<file path="src/rtl/odo_pkg.sv">
`timescale 1ns / 1ps
// ============================================================================
// odo_pkg
// Shared widths, fixed-point constants and the CORDIC arc table for the
// differential-drive odometry block.
// ============================================================================
package odo_pkg;

  // Default number of CORDIC micro-rotations.
  localparam int CORDIC_STEPS_DEF = 18;

  // Serial multiplier: parallel operand and product width, serial operand width.
  localparam int MUL_AW = 64;
  localparam int MUL_BW = 34;

  // Serial divider: dividend and divisor widths.
  localparam int DIV_NW = 55;
  localparam int DIV_DW = 33;

  // CORDIC angle and vector width (Q2.30 with headroom).
  localparam int ANG_W = 34;

  // Input action codes.
  localparam logic [1:0] ACT_LEFT  = 2'd0;
  localparam logic [1:0] ACT_RIGHT = 2'd1;
  localparam logic [1:0] ACT_TICK  = 2'd2;

  // Configuration register indexes.
  localparam logic REG_MPC = 1'b0;
  localparam logic REG_IWB = 1'b1;

  localparam logic [31:0] MPC_RESET = 32'd318584;
  localparam logic [23:0] IWB_RESET = 24'd668734;

  // Angle constants.
  localparam logic signed [34:0] PI_Q30   = 35'sd3373259426;
  localparam logic signed [34:0] FULL_Q30 = 35'sd6746518852;
  localparam logic signed [33:0] HALF_Q30 = 34'sd1686629713;
  localparam logic signed [33:0] GAIN_Q30 = 34'sd652032874;
  localparam logic signed [34:0] PI_Q16   = 35'sd205887;
  localparam logic signed [34:0] FULL_Q16 = 35'sd411775;

  // Arctangent of 2^-i in Q2.30; past the table the small-angle value is used.
  function automatic logic signed [33:0] arc_step(input logic [4:0] i);
    logic signed [33:0] r;
    case (i)
      5'd0:    r = 34'sd843314857;
      5'd1:    r = 34'sd497837830;
      5'd2:    r = 34'sd263043837;
      5'd3:    r = 34'sd133525159;
      5'd4:    r = 34'sd67021687;
      5'd5:    r = 34'sd33543516;
      5'd6:    r = 34'sd16775851;
      5'd7:    r = 34'sd8388437;
      5'd8:    r = 34'sd4194283;
      5'd9:    r = 34'sd2097149;
      5'd31:   r = '0;
      default: r = 34'sd1 <<< (5'd30 - i);
    endcase
    return r;
  endfunction

endpackage

</file>
<file path="src/rtl/diff_drive_odometry.sv">
`timescale 1ns / 1ps
// ============================================================================
// diff_drive_odometry
// Wheel encoder edge counting and midpoint differential-drive odometry in
// Q16.16, built around a bit-serial multiplier, a bit-serial divider and an
// iterative CORDIC, each shared by the steps of a tick that use it.
// ============================================================================
//
// Channel  Direction  Handshake            Payload
// in       sink       in_valid / in_ready  action, phase_b, elapsed_ms
// out      source     out_valid/out_ready  pose, heading, quaternion, speeds
// cfg      sink       cfg_we               cfg_index, cfg_data
//
// An encoder edge is counted while the block is idle. A tick runs through the
// 34-bit serial multiplier, the 55-bit serial divider and the CORDIC; with zero
// elapsed time the two speed divisions are skipped.
// Reset clears the counters, the pose and the output valid flag, and loads the
// register reset values. The result sits in an output register, so the block
// takes edges while a finished transaction waits; a new tick completes only
// once that register is free.
module diff_drive_odometry #(
  parameter int CORDIC_STEPS = odo_pkg::CORDIC_STEPS_DEF
) (
  input  logic               clk,
  input  logic               rst,
  // configuration
  input  logic               cfg_we,
  input  logic               cfg_index,
  input  logic [31:0]        cfg_data,
  // input channel
  input  logic               in_valid,
  output logic               in_ready,
  input  logic [1:0]         action,
  input  logic               phase_b,
  input  logic [15:0]        elapsed_ms,
  // output channel
  output logic               out_valid,
  input  logic               out_ready,
  output logic signed [31:0] pos_x,
  output logic signed [31:0] pos_y,
  output logic signed [18:0] heading,
  output logic signed [17:0] quat_w,
  output logic signed [17:0] quat_z,
  output logic signed [31:0] linear_speed,
  output logic signed [31:0] turn_rate,
  output logic               zero_interval
);

  typedef enum logic [3:0] {
    IDLE, MUL_SUM, MUL_DIF, MUL_TURN, DIV_MID, COR_MID, MUL_X, MUL_Y,
    DIV_HEAD, COR_HEAD, DIV_LIN, DIV_ANG, FINISH
  } state_t;

  state_t state;
  logic   go;

  // Configuration registers.
  logic [31:0] metres_per_count;
  logic [23:0] inverse_wheel_base;

  // Odometry state.
  logic signed [15:0] left_delta;
  logic signed [15:0] right_delta;
  logic signed [31:0] pose_x_acc;
  logic signed [31:0] pose_y_acc;
  logic signed [18:0] heading_acc;

  // Per-tick working registers.
  logic        [15:0] ms_q;
  logic signed [33:0] d_q;
  logic signed [33:0] diff_q;
  logic signed [41:0] dth_q;
  logic signed [33:0] mid_q;
  logic signed [31:0] lin_q;
  logic signed [31:0] ang_q;

  // Shared units.
  logic                                mul_start;
  logic                                mul_done;
  logic signed [odo_pkg::MUL_AW-1:0]   mul_a;
  logic signed [odo_pkg::MUL_BW-1:0]   mul_b;
  logic signed [odo_pkg::MUL_AW-1:0]   mul_p;
  logic                                div_start;
  logic                                div_done;
  logic        [odo_pkg::DIV_NW-1:0]   div_num;
  logic        [odo_pkg::DIV_DW-1:0]   div_den;
  logic                                div_neg;
  logic        [odo_pkg::DIV_NW-1:0]   div_quo;
  logic        [odo_pkg::DIV_DW-1:0]   div_rem;
  logic                                cor_start;
  logic                                cor_done;
  logic signed [odo_pkg::ANG_W-1:0]    cor_angle;
  logic signed [odo_pkg::ANG_W-1:0]    cor_cos;
  logic signed [odo_pkg::ANG_W-1:0]    cor_sin;

  // Datapath around the units.
  logic signed [16:0] sum_lr;
  logic signed [16:0] dif_rl;
  logic signed [63:0] rnd17;
  logic signed [63:0] rnd16;
  logic signed [63:0] rnd30;
  logic signed [55:0] step_x;
  logic signed [55:0] step_y;
  logic signed [55:0] mid_raw;
  logic        [55:0] mid_abs;
  logic signed [42:0] h_raw;
  logic        [42:0] h_abs;
  logic signed [45:0] d_ext;
  logic signed [45:0] num_l;
  logic        [45:0] lin_abs;
  logic signed [53:0] dth_ext;
  logic signed [53:0] num_a;
  logic        [53:0] ang_abs;
  logic signed [55:0] speed;

  function automatic logic signed [15:0] count_edge(input logic signed [15:0] c,
                                                    input logic up);
    logic signed [15:0] r;
    r = c;
    if (up) begin
      if (c != 16'sh7fff) r = c + 16'sd1;
    end else begin
      if (c != 16'sh8000) r = c - 16'sd1;
    end
    return r;
  endfunction

  function automatic logic signed [31:0] sat32(input logic signed [55:0] v);
    logic signed [31:0] r;
    if (v > 56'sd2147483647) r = 32'sh7fffffff;
    else if (v < -56'sd2147483648) r = 32'sh80000000;
    else r = v[31:0];
    return r;
  endfunction

  // Applies the dividend sign to a remainder and moves it into [-half, half].
  function automatic logic signed [33:0] wrap_rem(input logic neg,
                                                  input logic [32:0] rem,
                                                  input logic signed [34:0] half,
                                                  input logic signed [34:0] full);
    logic signed [34:0] r;
    r = neg ? -$signed({2'b00, rem}) : $signed({2'b00, rem});
    if (r > half) r = r - full;
    else if (r < -half) r = r + full;
    return r[33:0];
  endfunction

  function automatic logic signed [17:0] to_unit(input logic signed [33:0] v);
    logic signed [33:0] t;
    t = (v + 34'sd8192) >>> 14;
    if (t > 34'sd65536) t = 34'sd65536;
    else if (t < -34'sd65536) t = -34'sd65536;
    return t[17:0];
  endfunction

  assign sum_lr = 17'(left_delta) + 17'(right_delta);
  assign dif_rl = 17'(right_delta) - 17'(left_delta);

  // Rounded rescales of the product.
  assign rnd17  = (mul_p + 64'sd65536) >>> 17;
  assign rnd16  = (mul_p + 64'sd32768) >>> 16;
  assign rnd30  = (mul_p + 64'sd536870912) >>> 30;
  assign step_x = $signed(rnd30[55:0]) + 56'(pose_x_acc);
  assign step_y = $signed(rnd30[55:0]) + 56'(pose_y_acc);

  // Midpoint angle in Q2.30 and the new heading in Q16.16, before wrapping.
  assign mid_raw = (56'(heading_acc) <<< 14) + (56'(dth_q) <<< 13);
  assign mid_abs = mid_raw[55] ? 56'(-mid_raw) : mid_raw;
  assign h_raw   = 43'(heading_acc) + 43'(dth_q);
  assign h_abs   = h_raw[42] ? 43'(-h_raw) : h_raw;

  // Times 1000 as 1024 - 16 - 8.
  assign d_ext   = 46'(d_q);
  assign num_l   = (d_ext <<< 10) - (d_ext <<< 4) - (d_ext <<< 3);
  assign lin_abs = num_l[45] ? 46'(-num_l) : num_l;
  assign dth_ext = 54'(dth_q);
  assign num_a   = (dth_ext <<< 10) - (dth_ext <<< 4) - (dth_ext <<< 3);
  assign ang_abs = num_a[53] ? 54'(-num_a) : num_a;

  // Quotient truncated toward zero.
  assign speed = div_neg ? -$signed({1'b0, div_quo}) : $signed({1'b0, div_quo});

  always_comb begin
    mul_a     = '0;
    mul_b     = '0;
    div_num   = '0;
    div_den   = '0;
    div_neg   = 1'b0;
    cor_angle = '0;
    unique case (state)
      MUL_SUM: begin
        mul_a = $signed({32'd0, metres_per_count});
        mul_b = 34'(sum_lr);
      end
      MUL_DIF: begin
        mul_a = $signed({32'd0, metres_per_count});
        mul_b = 34'(dif_rl);
      end
      MUL_TURN: begin
        mul_a = $signed({40'd0, inverse_wheel_base});
        mul_b = diff_q;
      end
      MUL_X: begin
        mul_a = 64'(cor_cos);
        mul_b = d_q;
      end
      MUL_Y: begin
        mul_a = 64'(cor_sin);
        mul_b = d_q;
      end
      DIV_MID: begin
        div_num = mid_abs[54:0];
        div_den = odo_pkg::FULL_Q30[32:0];
        div_neg = mid_raw[55];
      end
      DIV_HEAD: begin
        div_num = {12'd0, h_abs};
        div_den = odo_pkg::FULL_Q16[32:0];
        div_neg = h_raw[42];
      end
      DIV_LIN: begin
        div_num = {9'd0, lin_abs};
        div_den = {17'd0, ms_q};
        div_neg = num_l[45];
      end
      DIV_ANG: begin
        div_num = {1'b0, ang_abs};
        div_den = {17'd0, ms_q};
        div_neg = num_a[53];
      end
      COR_MID:  cor_angle = mid_q;
      COR_HEAD: cor_angle = 34'(heading_acc) <<< 13;
      default: ;
    endcase
  end

  // A unit is launched in the first cycle of the state that uses it.
  assign mul_start = go && (state == MUL_SUM || state == MUL_DIF || state == MUL_TURN ||
                            state == MUL_X || state == MUL_Y);
  assign div_start = go && (state == DIV_MID || state == DIV_HEAD ||
                            state == DIV_LIN || state == DIV_ANG);
  assign cor_start = go && (state == COR_MID || state == COR_HEAD);

  assign in_ready = (state == IDLE);

  odo_mul u_mul (
    .clk   (clk),
    .rst   (rst),
    .start (mul_start),
    .a     (mul_a),
    .b     (mul_b),
    .done  (mul_done),
    .prod  (mul_p)
  );

  odo_div u_div (
    .clk   (clk),
    .rst   (rst),
    .start (div_start),
    .num   (div_num),
    .den   (div_den),
    .done  (div_done),
    .quo   (div_quo),
    .rem   (div_rem)
  );

  odo_cordic #(
    .STEPS (CORDIC_STEPS)
  ) u_cordic (
    .clk   (clk),
    .rst   (rst),
    .start (cor_start),
    .angle (cor_angle),
    .done  (cor_done),
    .cos_o (cor_cos),
    .sin_o (cor_sin)
  );

  always_ff @(posedge clk) begin
    if (rst) begin
      state              <= IDLE;
      go                 <= 1'b0;
      out_valid          <= 1'b0;
      metres_per_count   <= odo_pkg::MPC_RESET;
      inverse_wheel_base <= odo_pkg::IWB_RESET;
      left_delta         <= '0;
      right_delta        <= '0;
      pose_x_acc         <= '0;
      pose_y_acc         <= '0;
      heading_acc        <= '0;
    end else begin
      go <= 1'b0;

      if (cfg_we) begin
        unique case (cfg_index)
          odo_pkg::REG_MPC: metres_per_count   <= cfg_data;
          odo_pkg::REG_IWB: inverse_wheel_base <= cfg_data[23:0];
          default: ;
        endcase
      end

      // The finish step refills the output register in the cycle it empties.
      if (out_valid && out_ready && state != FINISH) out_valid <= 1'b0;

      unique case (state)
        IDLE: begin
          if (in_valid) begin
            case (action)
              odo_pkg::ACT_LEFT:  left_delta  <= count_edge(left_delta, phase_b);
              odo_pkg::ACT_RIGHT: right_delta <= count_edge(right_delta, phase_b);
              odo_pkg::ACT_TICK: begin
                ms_q  <= elapsed_ms;
                state <= MUL_SUM;
                go    <= 1'b1;
              end
              default: ;
            endcase
          end
        end
        MUL_SUM: begin
          if (mul_done) begin
            d_q   <= rnd17[33:0];
            state <= MUL_DIF;
            go    <= 1'b1;
          end
        end
        MUL_DIF: begin
          if (mul_done) begin
            diff_q <= rnd16[33:0];
            state  <= MUL_TURN;
            go     <= 1'b1;
          end
        end
        MUL_TURN: begin
          if (mul_done) begin
            dth_q <= rnd16[41:0];
            state <= DIV_MID;
            go    <= 1'b1;
          end
        end
        DIV_MID: begin
          if (div_done) begin
            mid_q <= wrap_rem(div_neg, div_rem, odo_pkg::PI_Q30, odo_pkg::FULL_Q30);
            state <= COR_MID;
            go    <= 1'b1;
          end
        end
        COR_MID: begin
          if (cor_done) begin
            state <= MUL_X;
            go    <= 1'b1;
          end
        end
        MUL_X: begin
          if (mul_done) begin
            pose_x_acc <= sat32(step_x);
            state      <= MUL_Y;
            go         <= 1'b1;
          end
        end
        MUL_Y: begin
          if (mul_done) begin
            pose_y_acc <= sat32(step_y);
            state      <= DIV_HEAD;
            go         <= 1'b1;
          end
        end
        DIV_HEAD: begin
          if (div_done) begin
            heading_acc <= 19'(wrap_rem(div_neg, div_rem, odo_pkg::PI_Q16,
                                        odo_pkg::FULL_Q16));
            state       <= COR_HEAD;
            go          <= 1'b1;
          end
        end
        COR_HEAD: begin
          if (cor_done) begin
            // With no elapsed time the speeds are forced to zero.
            if (ms_q == 16'd0) begin
              lin_q <= '0;
              ang_q <= '0;
              state <= FINISH;
            end else begin
              state <= DIV_LIN;
              go    <= 1'b1;
            end
          end
        end
        DIV_LIN: begin
          if (div_done) begin
            lin_q <= sat32(speed);
            state <= DIV_ANG;
            go    <= 1'b1;
          end
        end
        DIV_ANG: begin
          if (div_done) begin
            ang_q <= sat32(speed);
            state <= FINISH;
          end
        end
        FINISH: begin
          if (!out_valid || out_ready) begin
            pos_x         <= pose_x_acc;
            pos_y         <= pose_y_acc;
            heading       <= heading_acc;
            quat_w        <= to_unit(cor_cos);
            quat_z        <= to_unit(cor_sin);
            linear_speed  <= lin_q;
            turn_rate     <= ang_q;
            zero_interval <= (ms_q == 16'd0);
            out_valid     <= 1'b1;
            left_delta    <= '0;
            right_delta   <= '0;
            state         <= IDLE;
          end
        end
        default: state <= IDLE;
      endcase
    end
  end

  // A tick takes the block off the input channel for its whole computation.
  a_tick_busy: assert property (@(posedge clk) disable iff (rst)
    (in_valid && in_ready && action == odo_pkg::ACT_TICK) |=> !in_ready)
    else $error("input accepted during tick computation");

  // The stored heading never leaves [-pi, pi].
  a_heading_range: assert property (@(posedge clk) disable iff (rst)
    (heading_acc <= 19'sd205887) && (heading_acc >= -19'sd205887))
    else $error("heading out of range");

  // Zero elapsed time forces both speeds to zero.
  a_zero_speed: assert property (@(posedge clk) disable iff (rst)
    (out_valid && zero_interval) |-> (linear_speed == 32'sd0 && turn_rate == 32'sd0))
    else $error("speed not zero on zero interval");

  // The quaternion parts are clamped to the unit range.
  a_quat_range: assert property (@(posedge clk) disable iff (rst)
    out_valid |-> (quat_w <= 18'sd65536 && quat_w >= -18'sd65536 &&
                   quat_z <= 18'sd65536 && quat_z >= -18'sd65536))
    else $error("quaternion out of range");

endmodule

</file>
<file path="src/rtl/odo_mul.sv">
`timescale 1ns / 1ps
// ============================================================================
// odo_mul
// Bit-serial signed multiplier: one bit of the serial operand per cycle.
// ============================================================================
module odo_mul (
  input  logic                                clk,
  input  logic                                rst,
  input  logic                                start,
  input  logic signed [odo_pkg::MUL_AW-1:0]   a,
  input  logic signed [odo_pkg::MUL_BW-1:0]   b,
  output logic                                done,
  output logic signed [odo_pkg::MUL_AW-1:0]   prod
);

  localparam int CNTW = $clog2(odo_pkg::MUL_BW);

  logic signed [odo_pkg::MUL_AW-1:0] acc;
  logic signed [odo_pkg::MUL_AW-1:0] a_sh;
  logic        [odo_pkg::MUL_BW-1:0] b_sh;
  logic        [CNTW-1:0]            cnt;
  logic                              busy;
  logic signed [odo_pkg::MUL_AW-1:0] addend;
  logic                              last;

  assign addend = b_sh[0] ? a_sh : '0;
  assign last   = (cnt == CNTW'(odo_pkg::MUL_BW - 1));
  assign prod   = acc;

  always_ff @(posedge clk) begin
    if (rst) begin
      busy <= 1'b0;
      done <= 1'b0;
    end else begin
      done <= 1'b0;
      if (start) begin
        acc  <= '0;
        a_sh <= a;
        b_sh <= b;
        cnt  <= '0;
        busy <= 1'b1;
      end else if (busy) begin
        // The sign bit of the serial operand carries negative weight.
        acc  <= last ? acc - addend : acc + addend;
        a_sh <= a_sh <<< 1;
        b_sh <= b_sh >> 1;
        cnt  <= cnt + 1'b1;
        if (last) begin
          busy <= 1'b0;
          done <= 1'b1;
        end
      end
    end
  end

endmodule

</file>
<file path="src/rtl/odo_div.sv">
`timescale 1ns / 1ps
// ============================================================================
// odo_div
// Restoring unsigned divider: one quotient bit per cycle.
// ============================================================================
module odo_div (
  input  logic                          clk,
  input  logic                          rst,
  input  logic                          start,
  input  logic [odo_pkg::DIV_NW-1:0]    num,
  input  logic [odo_pkg::DIV_DW-1:0]    den,
  output logic                          done,
  output logic [odo_pkg::DIV_NW-1:0]    quo,
  output logic [odo_pkg::DIV_DW-1:0]    rem
);

  localparam int CNTW = $clog2(odo_pkg::DIV_NW);

  logic [odo_pkg::DIV_NW-1:0] n_sh;
  logic [odo_pkg::DIV_DW-1:0] r;
  logic [odo_pkg::DIV_DW-1:0] den_q;
  logic [CNTW-1:0]            cnt;
  logic                       busy;
  logic [odo_pkg::DIV_DW:0]   trial;
  logic [odo_pkg::DIV_DW:0]   diff;
  logic                       fits;

  assign trial = {r, n_sh[odo_pkg::DIV_NW-1]};
  assign diff  = trial - {1'b0, den_q};
  assign fits  = (trial >= {1'b0, den_q});
  assign quo   = n_sh;
  assign rem   = r;

  always_ff @(posedge clk) begin
    if (rst) begin
      busy <= 1'b0;
      done <= 1'b0;
    end else begin
      done <= 1'b0;
      if (start) begin
        n_sh  <= num;
        r     <= '0;
        den_q <= den;
        cnt   <= '0;
        busy  <= 1'b1;
      end else if (busy) begin
        r    <= fits ? diff[odo_pkg::DIV_DW-1:0] : trial[odo_pkg::DIV_DW-1:0];
        n_sh <= {n_sh[odo_pkg::DIV_NW-2:0], fits};
        cnt  <= cnt + 1'b1;
        if (cnt == CNTW'(odo_pkg::DIV_NW - 1)) begin
          busy <= 1'b0;
          done <= 1'b1;
        end
      end
    end
  end

endmodule

</file>
<file path="src/rtl/odo_cordic.sv">
`timescale 1ns / 1ps
// ============================================================================
// odo_cordic
// Iterative rotation-mode CORDIC: one micro-rotation per cycle, Q2.30.
// ============================================================================
module odo_cordic #(
  parameter int STEPS = odo_pkg::CORDIC_STEPS_DEF
) (
  input  logic                               clk,
  input  logic                               rst,
  input  logic                               start,
  input  logic signed [odo_pkg::ANG_W-1:0]   angle,
  output logic                               done,
  output logic signed [odo_pkg::ANG_W-1:0]   cos_o,
  output logic signed [odo_pkg::ANG_W-1:0]   sin_o
);

  localparam int CW = (STEPS > 1) ? $clog2(STEPS) : 1;
  localparam logic signed [odo_pkg::ANG_W-1:0] PI_A =
    $signed(odo_pkg::PI_Q30[odo_pkg::ANG_W-1:0]);

  logic signed [odo_pkg::ANG_W-1:0] x;
  logic signed [odo_pkg::ANG_W-1:0] y;
  logic signed [odo_pkg::ANG_W-1:0] z;
  logic signed [odo_pkg::ANG_W-1:0] xs;
  logic signed [odo_pkg::ANG_W-1:0] ys;
  logic signed [odo_pkg::ANG_W-1:0] arc;
  logic        [CW-1:0]             iter;
  logic                             busy;
  logic                             flip;

  assign xs    = x >>> iter;
  assign ys    = y >>> iter;
  assign arc   = odo_pkg::arc_step(5'(iter));
  assign cos_o = flip ? -x : x;
  assign sin_o = flip ? -y : y;

  always_ff @(posedge clk) begin
    if (rst) begin
      busy <= 1'b0;
      done <= 1'b0;
    end else begin
      done <= 1'b0;
      if (start) begin
        // Fold into the right half plane; the results are negated at the end.
        if (angle > odo_pkg::HALF_Q30) begin
          z    <= angle - PI_A;
          flip <= 1'b1;
        end else if (angle < -odo_pkg::HALF_Q30) begin
          z    <= angle + PI_A;
          flip <= 1'b1;
        end else begin
          z    <= angle;
          flip <= 1'b0;
        end
        x    <= odo_pkg::GAIN_Q30;
        y    <= '0;
        iter <= '0;
        busy <= 1'b1;
      end else if (busy) begin
        if (z >= 0) begin
          x <= x - ys;
          y <= y + xs;
          z <= z - arc;
        end else begin
          x <= x + ys;
          y <= y - xs;
          z <= z + arc;
        end
        iter <= iter + 1'b1;
        if (iter == CW'(STEPS - 1)) begin
          busy <= 1'b0;
          done <= 1'b1;
        end
      end
    end
  end

endmodule
</file>
<file path="config.mk">
export PLATFORM = sky130hd
export DESIGN_NAME = diff_drive_odometry
export DESIGN_NICKNAME = d
export VERILOG_FILES = /design/src/rtl/odo_pkg.sv /design/src/rtl/diff_drive_odometry.sv /design/src/rtl/odo_mul.sv /design/src/rtl/odo_div.sv /design/src/rtl/odo_cordic.sv
export SDC_FILE = /design/constraint.sdc
export NUM_CORES = 2
export LEC_CHECK = 0
export BUFFER_PORTS_ARGS = -buffer_cell sky130_fd_sc_hd__buf_2
export CORE_ASPECT_RATIO = 0.6
export CORE_MARGIN = 5
export CORE_UTILIZATION = 61
export CTS_BUF_LIST = sky130_fd_sc_hd__clkbuf_4
export DETAILED_ROUTE_END_ITERATION = 8
export GPL_TIMING_DRIVEN = 0
export HOLD_SLACK_MARGIN = 0.08
export MAX_ROUTING_LAYER = met4
export PLACE_DENSITY = 0.78
export SYNTH_ARGS = -nofsm -noshare
export SYNTH_HDL_FRONTEND = slang
export SYNTH_SLANG_ARGS = --single-unit
</file>
<file path="constraint.sdc">
create_clock -name clk -period 16.9 [get_ports clk]
set_input_delay 0.845 -clock clk [delete_from_list [all_inputs] [get_ports clk]]
set_output_delay 0.845 -clock clk [all_outputs]
set_load 0.01 [all_outputs]
</file>
==> impl_metrics.tcl <==
set metrics [dict create \
    fillers 11400 \
    rr_startpoint "dth_q[0]" \
    synth_most_common_cell "nand2_1" \
    via_per_inst 6.88 \
    maxCapViolations 5 \
    critical_path_class "reg2reg" \
    synth_cell_types 115 \
    hp-start "elapsed_ms[13]" \
    worstMarginPinSlew_ps 1540 \
    drive_above_1_share_pct 8.63 \
    grt-ovfl-total 0 \
    ys_warn_count 0 \
    endpoint_kind "register" \
    grt-busiest-layer "met1" \
    cp_slowest_cell "clkbuf_1" \
    grt_max_degree 37 \
    first_pass_iters 9 \
    worst_hold_slack_ps 256 \
    row_count 106 \
    post-route-period-util_pct 80.0 \
    setup_viol 0 \
    synth_top_area_share_pct 28.2 \
    postCtsSetupRepairBufs 0 \
    critPathLaunchType "register" \
    die_x_um 491 \
    syn_area_um2 84800 \
    fp.dieArea_um2 147000 \
    portBuffers 240 \
    antenna_found_initial 15 \
    power.density_nw_per_um2 59.5 \
    multiInputGateArea_um2 54000 \
    grt_pass1_wl_um 495000 \
    finalNetCount 11200 \
    max_freq_mhz 73.9 \
    final_antenna_net_count 0 \
    power_leakage_nw 35.7 \
    use_met1_pct 63.8 \
    synth.area.top_cells "edfxtp_1, ha_1, xnor2_1" \
    ys_seq_area_share_pct 32.5 \
    num_vias 86800 \
    min_period_ps 13520 \
    use_met2_pct 56.9 \
    status "finished with violations" \
    synth_common_cells "nand2_1, nor2_1, edfxtp_1" \
    drc 17 \
    required_ps 17900 \
    grtUsageTotal_pct 45.2 \
    rsz0062_at_grt "no" \
    hold_viol_final 0 \
    ir_drop_mv 0.0669 \
    totalWireLength_um 338000 \
    p_total_mw 5.53 \
    htreeDepth 4 \
    wire_per_inst_um 26.8 \
    rrSetupSlack_ps 3380 \
    syn_inst 9961 \
    slew_viol_final 35 \
    crit_fanout 10 \
    drtIter0Drc 14800 \
    hold_class "in2reg" \
    start_util_pct 61.2 \
    gp_congestion 1.17 \
    violations "design-rule violations, max-capacitance violations, max-slew violations" \
    dp.cells 12100 \
    synth_async_sr_flop_share_pct 0 \
    root_buffer "clkbuf_4" \
    path_clk_slew_ps 80 \
    use_met3_pct 20.3 \
    syn-num-nets 10600 \
    synth_area_per_cell_um2 8.52 \
    cts_made_buffers 238 \
    relSlewSlack_pct -2.83 \
    skew_ps 125 \
    yosysTopAreaCell "edfxtp_1" \
    synthFlopType "edfxtp_1" \
    dieHeight_um 299 \
    max_stage_delay_ps 1160 \
    syn2layout_area_growth_pct 9.52 \
    grt_pass1_vias 79300 \
    cts_buffer_depth 3 \
    critPathLaunch "dth_q[0]" \
    synth-edff-count 796 \
    seqCellArea_um2 27600 \
    dp.final_hpwl_um 263000 \
    synth_seq_cells 979 \
    clock_latency_ps 1360 \
    cp.arrival_ps 14520 \
    num_io_pins 243 \
    cts_sinks 979 \
    crit_path_frequent_cell "clkbuf_1" \
    core_um2 139000 \
    fin_cells 12600 \
    cts_tree "yes" \
]
-- placed cells by master (no fill, tap or decap), drive strengths merged, types with 85 or more instances in the layout --
master  instances
and2           85
inv           356
a31oi         162
o21ai         563
buf           362
nor2         1037
nor3          291
xnor2         656
nand2        1123
o21bai        104
clkinv         96
nand2b        124
ha            508
o21a          130
a211oi        132
xor2          418
dfxtp         183
or3           105
clkbuf        778
a21o          200
a21oi         736
o31ai          95
edfxtp        796
nand4         110
nand3         206
-- where the power goes --
part,switching [mW],internal [mW],leakage (nW)
combinational,0.451,0.255,25.2
clock,1.16,0.990,1.86
sequential,0.0577,2.62,8.61
total,1.67,3.86,35.7
-- cells by family after synthesis --
| logic type | after synthesis | share of synthesized area (%) |
|---|---|---|
| AOI/OAI and AO/OA | 2745 | 20.9 |
| xor gates and xnor gates | 1074 | 11.1 |
| adders and majority gates | 583 | 9.26 |
| buffers and inverters | 864 | 3.92 |
| DFF | 979 | 32.5 |
| muxes | 146 | 2.56 |
| and+or+nand+nor | 3570 | 19.7 |
-- registers in the layout, indices dropped and copies added (netlist names), 42 cells and up --
signal	flops
u_mul.prod	64
u_div.quo	55
u_mul.a_sh	64
dth_q	42
-- metrics by stage --
step / cell area (um^2) / util, % / setup WS (ps) / setup TNS [ps]
finish: 92900 / 67.0 / 3380 / 0
detailed placement: 89100 / 64.2 / 4660 / 0
CTS: 92800 / 66.9 / 4550 / 0
global placement: 88300 / 63.7 / -5440 / -992600
floorplan: 84800 / - / 2300 / 0
global route: 92900 / 67.0 / 3460 / 0
-- layout make-up --
class / instances / area share (%)
clock buffer: 339 / 2.74
sequential: 979 / 29.7
timing repair buffer: 350 / 2.64
buffer: 513 / 2.17
antenna: 26 / 0.0700
multi-input combinational: 8118 / 58.2
clock inverter: 106 / 0.656
tap: 1836 / 2.47
inverter: 351 / 1.42
-- layer usage --
metal / part of all wire, % / routed length [um]
met2: 37 / 126000
met4: 3.5 / 12000
met1: 41 / 139000
met5: 0 / 0
met3: 18 / 61400
-- path summary, 6_finish.rpt --
check,to,cells after the start
setup / recovery,mid_q[30],30
hold / removal,ms_q[13],2
setup reg to reg,mid_q[30],30
hold reg to reg,turn_rate[15],0
-- worst max-delay path, delay by kind of cell (launching register included) --
family	cells	cell delay, ps
buffers and inverters	9	5340
AOI/OAI and AO/OA	11	3710
and+or+nand+nor	5	1730
adders and majority gates	3	1200
xor gates and xnor gates	2	630
DFF	1	500
-- timing repair --
| action | 4_1_cts | 5_1_grt |
|---|---|---|
| gates resized for setup | 0 | 0 |
| endpoints found under the hold margin | 81 | 0 |
| setup endpoints to repair | 0 | 0 |
| hold buffers | 62 | 0 |
No activity file was read; power rests on OpenSTA's default activity.
